[src/design/idc_pkg.sv]
// Shared types and constants for the isotope distribution convolution block.
// Used by idc_divider and isotope_distribution_convolution; depends on nothing.
package idc_pkg;

  localparam int MAX_PEAKS  = 16;
  localparam int IDX_W      = $clog2(MAX_PEAKS);
  localparam int CNT_W      = $clog2(MAX_PEAKS + 1);
  localparam int SLOT_COUNT = 2 * MAX_PEAKS - 1;
  localparam int SLOT_W     = $clog2(SLOT_COUNT);
  localparam int MASS_W     = 40;
  localparam int PROB_W     = 32;
  localparam int DIV_NW     = 80;
  localparam int DIV_DW     = 40;
  localparam int DIV_CW     = $clog2(DIV_NW);

  typedef enum logic [1:0] {
    STAT_OK       = 2'd0,
    STAT_PRUNED   = 2'd1,
    STAT_OVERFLOW = 2'd2
  } status_t;

  typedef struct packed {
    logic                     action;
    logic signed [MASS_W-1:0] peak_mass;
    logic [PROB_W-1:0]        peak_prob;
    logic                     last_peak;
  } in_item_t;

  typedef struct packed {
    logic signed [MASS_W-1:0] out_mass;
    logic [PROB_W-1:0]        out_prob;
    logic                     out_last;
    logic [1:0]               out_status;
  } out_item_t;

  typedef struct packed {
    logic busy;
    logic done;
  } div_stat_t;

endpackage

[src/design/idc_divider.sv]
// Bit-serial restoring divider, one quotient bit per cycle.
// Depends on idc_pkg for its widths and status struct.
module idc_divider (
  input  logic                       clk,
  input  logic                       rst_n,
  input  logic                       start,
  input  logic [idc_pkg::DIV_NW-1:0] num,
  input  logic [idc_pkg::DIV_DW-1:0] den,
  output logic [idc_pkg::DIV_NW-1:0] quot,
  output idc_pkg::div_stat_t         stat
);
  import idc_pkg::*;

  logic [DIV_NW-1:0] num_r;
  logic [DIV_DW-1:0] rem_r;
  logic [DIV_DW-1:0] den_r;
  logic [DIV_CW-1:0] cnt_r;
  logic              busy_r;
  logic              done_r;
  logic [DIV_DW:0]   trial;
  logic              fits;
  logic [DIV_DW-1:0] rem_nxt;

  always_comb begin
    trial   = {rem_r, num_r[DIV_NW-1]};
    fits    = trial >= {1'b0, den_r};
    rem_nxt = fits ? DIV_DW'(trial - {1'b0, den_r}) : trial[DIV_DW-1:0];
  end

  always_ff @(posedge clk) begin
    if (!rst_n) begin
      busy_r <= 1'b0;
      done_r <= 1'b0;
      cnt_r  <= '0;
    end else if (start) begin
      busy_r <= 1'b1;
      done_r <= 1'b0;
      cnt_r  <= '0;
      num_r  <= num;
      den_r  <= den;
      rem_r  <= '0;
    end else if (busy_r) begin
      num_r <= {num_r[DIV_NW-2:0], fits};
      rem_r <= rem_nxt;
      cnt_r <= cnt_r + 1'b1;
      if (cnt_r == DIV_CW'(DIV_NW - 1)) begin
        busy_r <= 1'b0;
        done_r <= 1'b1;
      end
    end
  end

  assign quot      = num_r;
  assign stat.busy = busy_r;
  assign stat.done = done_r;

endmodule

[config.mk]
export PLATFORM = sky130hd
export DESIGN_NAME = idc_divider
export DESIGN_NICKNAME = d
export VERILOG_FILES = /design/src/design/idc_pkg.sv /design/src/design/idc_divider.sv
export SDC_FILE = /design/constraint.sdc
export NUM_CORES = 1
export LEC_CHECK = 0
export BUFFER_PORTS_ARGS = -buffer_cell sky130_fd_sc_hd__buf_4
export CAP_MARGIN = 30
export CORE_ASPECT_RATIO = 0.6
export CORE_MARGIN = 2
export CORE_UTILIZATION = 55
export CTS_CLUSTER_DIAMETER = 100
export DETAILED_ROUTE_END_ITERATION = 6
export GPL_ROUTABILITY_DRIVEN = 0
export GPL_TIMING_DRIVEN = 0
export PLACE_DENSITY = 0.81
export SYNTH_ARGS = -nofsm -noshare
export SYNTH_HDL_FRONTEND = slang
export SYNTH_SLANG_ARGS = --single-unit
[constraint.sdc]
create_clock -name clk -period 8.8 [get_ports clk]
set_clock_uncertainty 0.2 [all_clocks]
set_input_delay 0.88 -clock clk [delete_from_list [all_inputs] [get_ports clk]]
set_output_delay 0.88 -clock clk [all_outputs]
set_load 0.02 [all_outputs]
==> impl_metrics.csv <==
group,metric,value,unit
die,start_util,56.88,%
routing,top_layer,"met4",
worst_hold_path,min_path_cells,2,
placement,dpl.cell_count,1219,
routing,wl_met3,1.874,mm
timing,hold_slack,300.4,ps
cts,cts_buffers,17,
synth,synth-edff-count,160,
worst_setup_path,crit_chain,"inv_1, ha_1, fa_1, nor2b_4, o211ai_2, a31oi_4, a21o_2, a211oi_2, o31ai_2, a221oi_2, and4_1, a311o_1",
worst_setup_path,cp_max_fo,4,
synth,syn_nets,951,
global_routing,grt_pass1_vias,6837,
cts,path_clk_slew,60,ps
worst_setup_path,r2r_start,"quot[79]$_DFFE_PP_",
worst_setup_path,crit_path_top_delay_cell,"o31ai_2",
power_and_ir_drop,power.density,198.1,nW/um^2
cts,cts_tree,"built",
synth,ys.flop_type,"edfxtp_1",
worst_setup_path,reg2reg_slack,5250,ps
cts,clock_path_buffers,2,
cts,postCtsHoldBufs,0,
worst_hold_path,min_to,"done_r$_SDFFE_PP0P_",
power_and_ir_drop,power.total,2.328,mW
global_routing,track_usage,26.40,%
timing,hold_viol,0,
placement,placed_area,11190,sq um
synth,ys_ff_latch,169,
synth,synth.top_cell.area_share,51.52,%
placement,dp_hpwl,17.21,mm
worst_hold_path,hold_path_class,"reg2reg",
timing,min_period,3551,ps
die,std_cell_rows,36,
cells_and_area,diodes,0,
synth,synth_seq_area_share,53.45,%
die,die_h,104.9,um
routing,wirelength,23.42,mm
worst_setup_path,end_kind,"flip-flop",
global_routing,grt_overflow,0,
run_status,outcome,"finished, final reports clean",
synth,synth-async-reset-ratio,0,%
synth,synth_area_per_cell,11.86,sq um
cells_and_area,fin_nets,1175,
routing,dr_wl_met2,10.15,mm
routing,drtIter0Drc,701,
global_routing,grt_start_max_net_pins,69,
die,ios,205,
worst_setup_path,cp.arrival,3530,ps
routing,drt-met1-wl,11.04,mm
timing,final_max_slew_viol_count,0,
routing,vias_per_cell,5.704,
worst_setup_path,required,8780,ps
placement,place_ws,5207,ps
die,die-area,18050,sq um
timing,tightest_slew,852.6,ps
worst_setup_path,crit_type,"reg2reg",
timing,max_freq,0.2816,GHz
global_routing,grt_pass1_wl,36.32,mm
run,cap_viol_max_count,0,
global_routing,antenna_found_initial,0,
synth,synth.top_cells.by_area,"edfxtp_1 (52%), mux2_2 (9.7%), ha_1 (5.5%)",
worst_hold_path,worst_hold_startpoint,"done_r$_SDFFE_PP0P_",
timing,max_slew_margin,43.16,%
routing,avgRoutedWirePerCell,18.73,um
cts,insertion_delay,430,ps
worst_setup_path,start_kind,"flip-flop",
synth,yosysWarnings,0,
cts,cts-root-buf,"clkbuf_16",
worst_setup_path,slowest_delay,490,ps
worst_setup_path,r2r_end,"rem_r[36]$_SDFFCE_PP0P_",
power_and_ir_drop,p_leak,4.726,nW
routing,drt_drc_violations_left,0,
synth,synth_top_cell_by_area,"edfxtp_1",
cts,post_cts_resized,0,
timing,layout_setup_ws,5249,ps
timing,finalCritPeriodShare,40.35,%
routing,ant_nets,0,
routing,drtPass1Iterations,5,
cts,postCtsSetupBuffers,0,
cells_and_area,fin_cells,1250,
cells_and_area,design_area,11750,sq um
synth,syn_area,9325,sq um
worst_setup_path,rr_worst_depth,12,
timing,setup_viol,0,
synth,syn_inst,786,
cells_and_area,fin_util,71.67,%
placement,port_buffers,203,
cells_and_area,syn_to_final_growth,26.02,%
die,coreArea,16400,sq um
cells_and_area,n_fill_cell,1163,
cells_and_area,drive_gt1_share,37.96,%
power_and_ir_drop,vdd_ir_drop_max,0.0001281,V
die,die-width,172.1,um
synth,yosysUniqueCellTypes,72,
routing,vias,7130,
timing,finalSetupTns,0,ps
cts,htree_levels,4,
timing,rsz0062_at_grt,"no",
cts,clock-sinks,169,
-- report_power, final --
part	internal, mW	switching [mW]	total, mW	leakage (nW)
clock	0.416	0.314	0.730	0.258
sequential	0.961	0.0332	0.994	1.60
combinational	0.260	0.344	0.604	2.87
total	1.64	0.691	2.33	4.73
-- synthesized netlist by cell type (2+ instances only) --
cell type	number
nor3_1	4
o21ai_0	24
and2_1	4
ha_1	41
a21o_1	15
o21ai_1	4
xnor2_1	27
nand3_1	18
or3_1	3
nand4_1	9
a31o_2	2
buf_2	9
a221oi_1	2
nand4b_1	2
buf_6	2
inv_1	51
o21bai_1	6
a21oi_2	22
a21oi_1	47
buf_12	2
nor3b_1	2
and4_1	3
buf_4	2
a31oi_1	2
nand2_2	20
nor2_1	46
o22ai_1	3
o211ai_1	3
nor4_1	4
xor2_1	9
buf_1	2
a211oi_1	11
and3_1	2
nor2b_1	2
edfxtp_1	160
mux2_2	80
o221ai_1	4
nand2_1	64
nand2b_1	5
clkbuf_1	22
dfxtp_1	9
o21a_1	7
-- critical path, delay by kind of cell (launching register included) --
| kind | cells | cell delay, ps |
|---|---|---|
| flops | 1 | 380 |
| compound gates | 7 | 1590 |
| simple gates | 2 | 400 |
| fa+ha+maj | 2 | 660 |
| buf+inv | 1 | 50 |
-- cells in the final DEF (no fill, tap or decap), types with 4 or more instances in the layout --
| cell | instances |
|---|---|
| o221ai_1 | 4 |
| nand2_2 | 20 |
| a21oi_2 | 22 |
| edfxtp_1 | 160 |
| mux2_2 | 80 |
| nand2b_1 | 5 |
| o21ai_0 | 24 |
| ha_1 | 41 |
| clkbuf_1 | 25 |
| buf_4 | 205 |
| o21bai_1 | 6 |
| clkbuf_16 | 17 |
| buf_2 | 9 |
| nor4_1 | 4 |
| nor2_1 | 46 |
| dfxtp_1 | 9 |
| o21ai_1 | 4 |
| nand4_1 | 9 |
| xor2_1 | 9 |
| clkinvlp_4 | 4 |
| inv_1 | 51 |
| nor3_1 | 4 |
| a211oi_1 | 11 |
| xnor2_1 | 27 |
| a21oi_1 | 47 |
| nand2_1 | 64 |
| o21a_1 | 6 |
| nand3_1 | 18 |
| a21o_1 | 15 |
-- cell type report --
cell class	count	area, sq um	share of cell area (%)
Buffer	40	217.7	1.853
Timing Repair Buffer	205	1572	13.37
Tap cell	228	285.3	2.428
Multi-Input combinational cell	525	3936	33.50
Clock buffer	20	436.7	3.716
Clock inverter	11	123.9	1.054
Inverter	52	195.2	1.661
Sequential cell	169	4985	42.42
-- layer usage --
layer  vias to the layer above  GRT usage (%)
met2                       304          37.84
met3                        30          6.553
met1                      3458          39.96
met5                         -              0
li1                       3338              -
met4                         0          6.843
-- sequential cells by signal, summed over array words and instances, names as in the netlist --
| register | flops |
|---|---|
| busy_r | 1 |
| cnt_r | 7 |
| den_r | 40 |
| done_r | 1 |
| quot | 80 |
| rem_r | 40 |
-- logic make-up (layout without fill, tap and decap cells) --
| group | after synthesis | after routing | share of synthesized area (%) |
|---|---|---|---|
| buffers and inverters | 92 | 328 | 4.428 |
| multiplexers | 81 | 81 | 9.768 |
| AO/OA/AOI/OAI | 172 | 172 | 13.06 |
| XOR/XNOR | 36 | 36 | 3.381 |
| adder cells (fa/ha/maj) | 42 | 42 | 5.716 |
| AND/OR/NAND/NOR | 194 | 194 | 10.20 |
| flip-flops | 169 | 169 | 53.45 |
-- worst max path at each step --
stage	from	endpoint	slack (ps)
2_1_floorplan	start	quot[0]$_DFFE_PP_	4040
3_3_place_gp	start	quot[54]$_DFFE_PP_	2300
3_5_place_dp	start	rem_r[33]$_SDFFCE_PP0P_	5210
4_1_cts	quot[79]$_DFFE_PP_	rem_r[36]$_SDFFCE_PP0P_	5310
5_1_grt	quot[79]$_DFFE_PP_	rem_r[36]$_SDFFCE_PP0P_	5150
6_report	quot[79]$_DFFE_PP_	rem_r[36]$_SDFFCE_PP0P_	5250
Note: power is estimated with default switching activity, not from simulation.
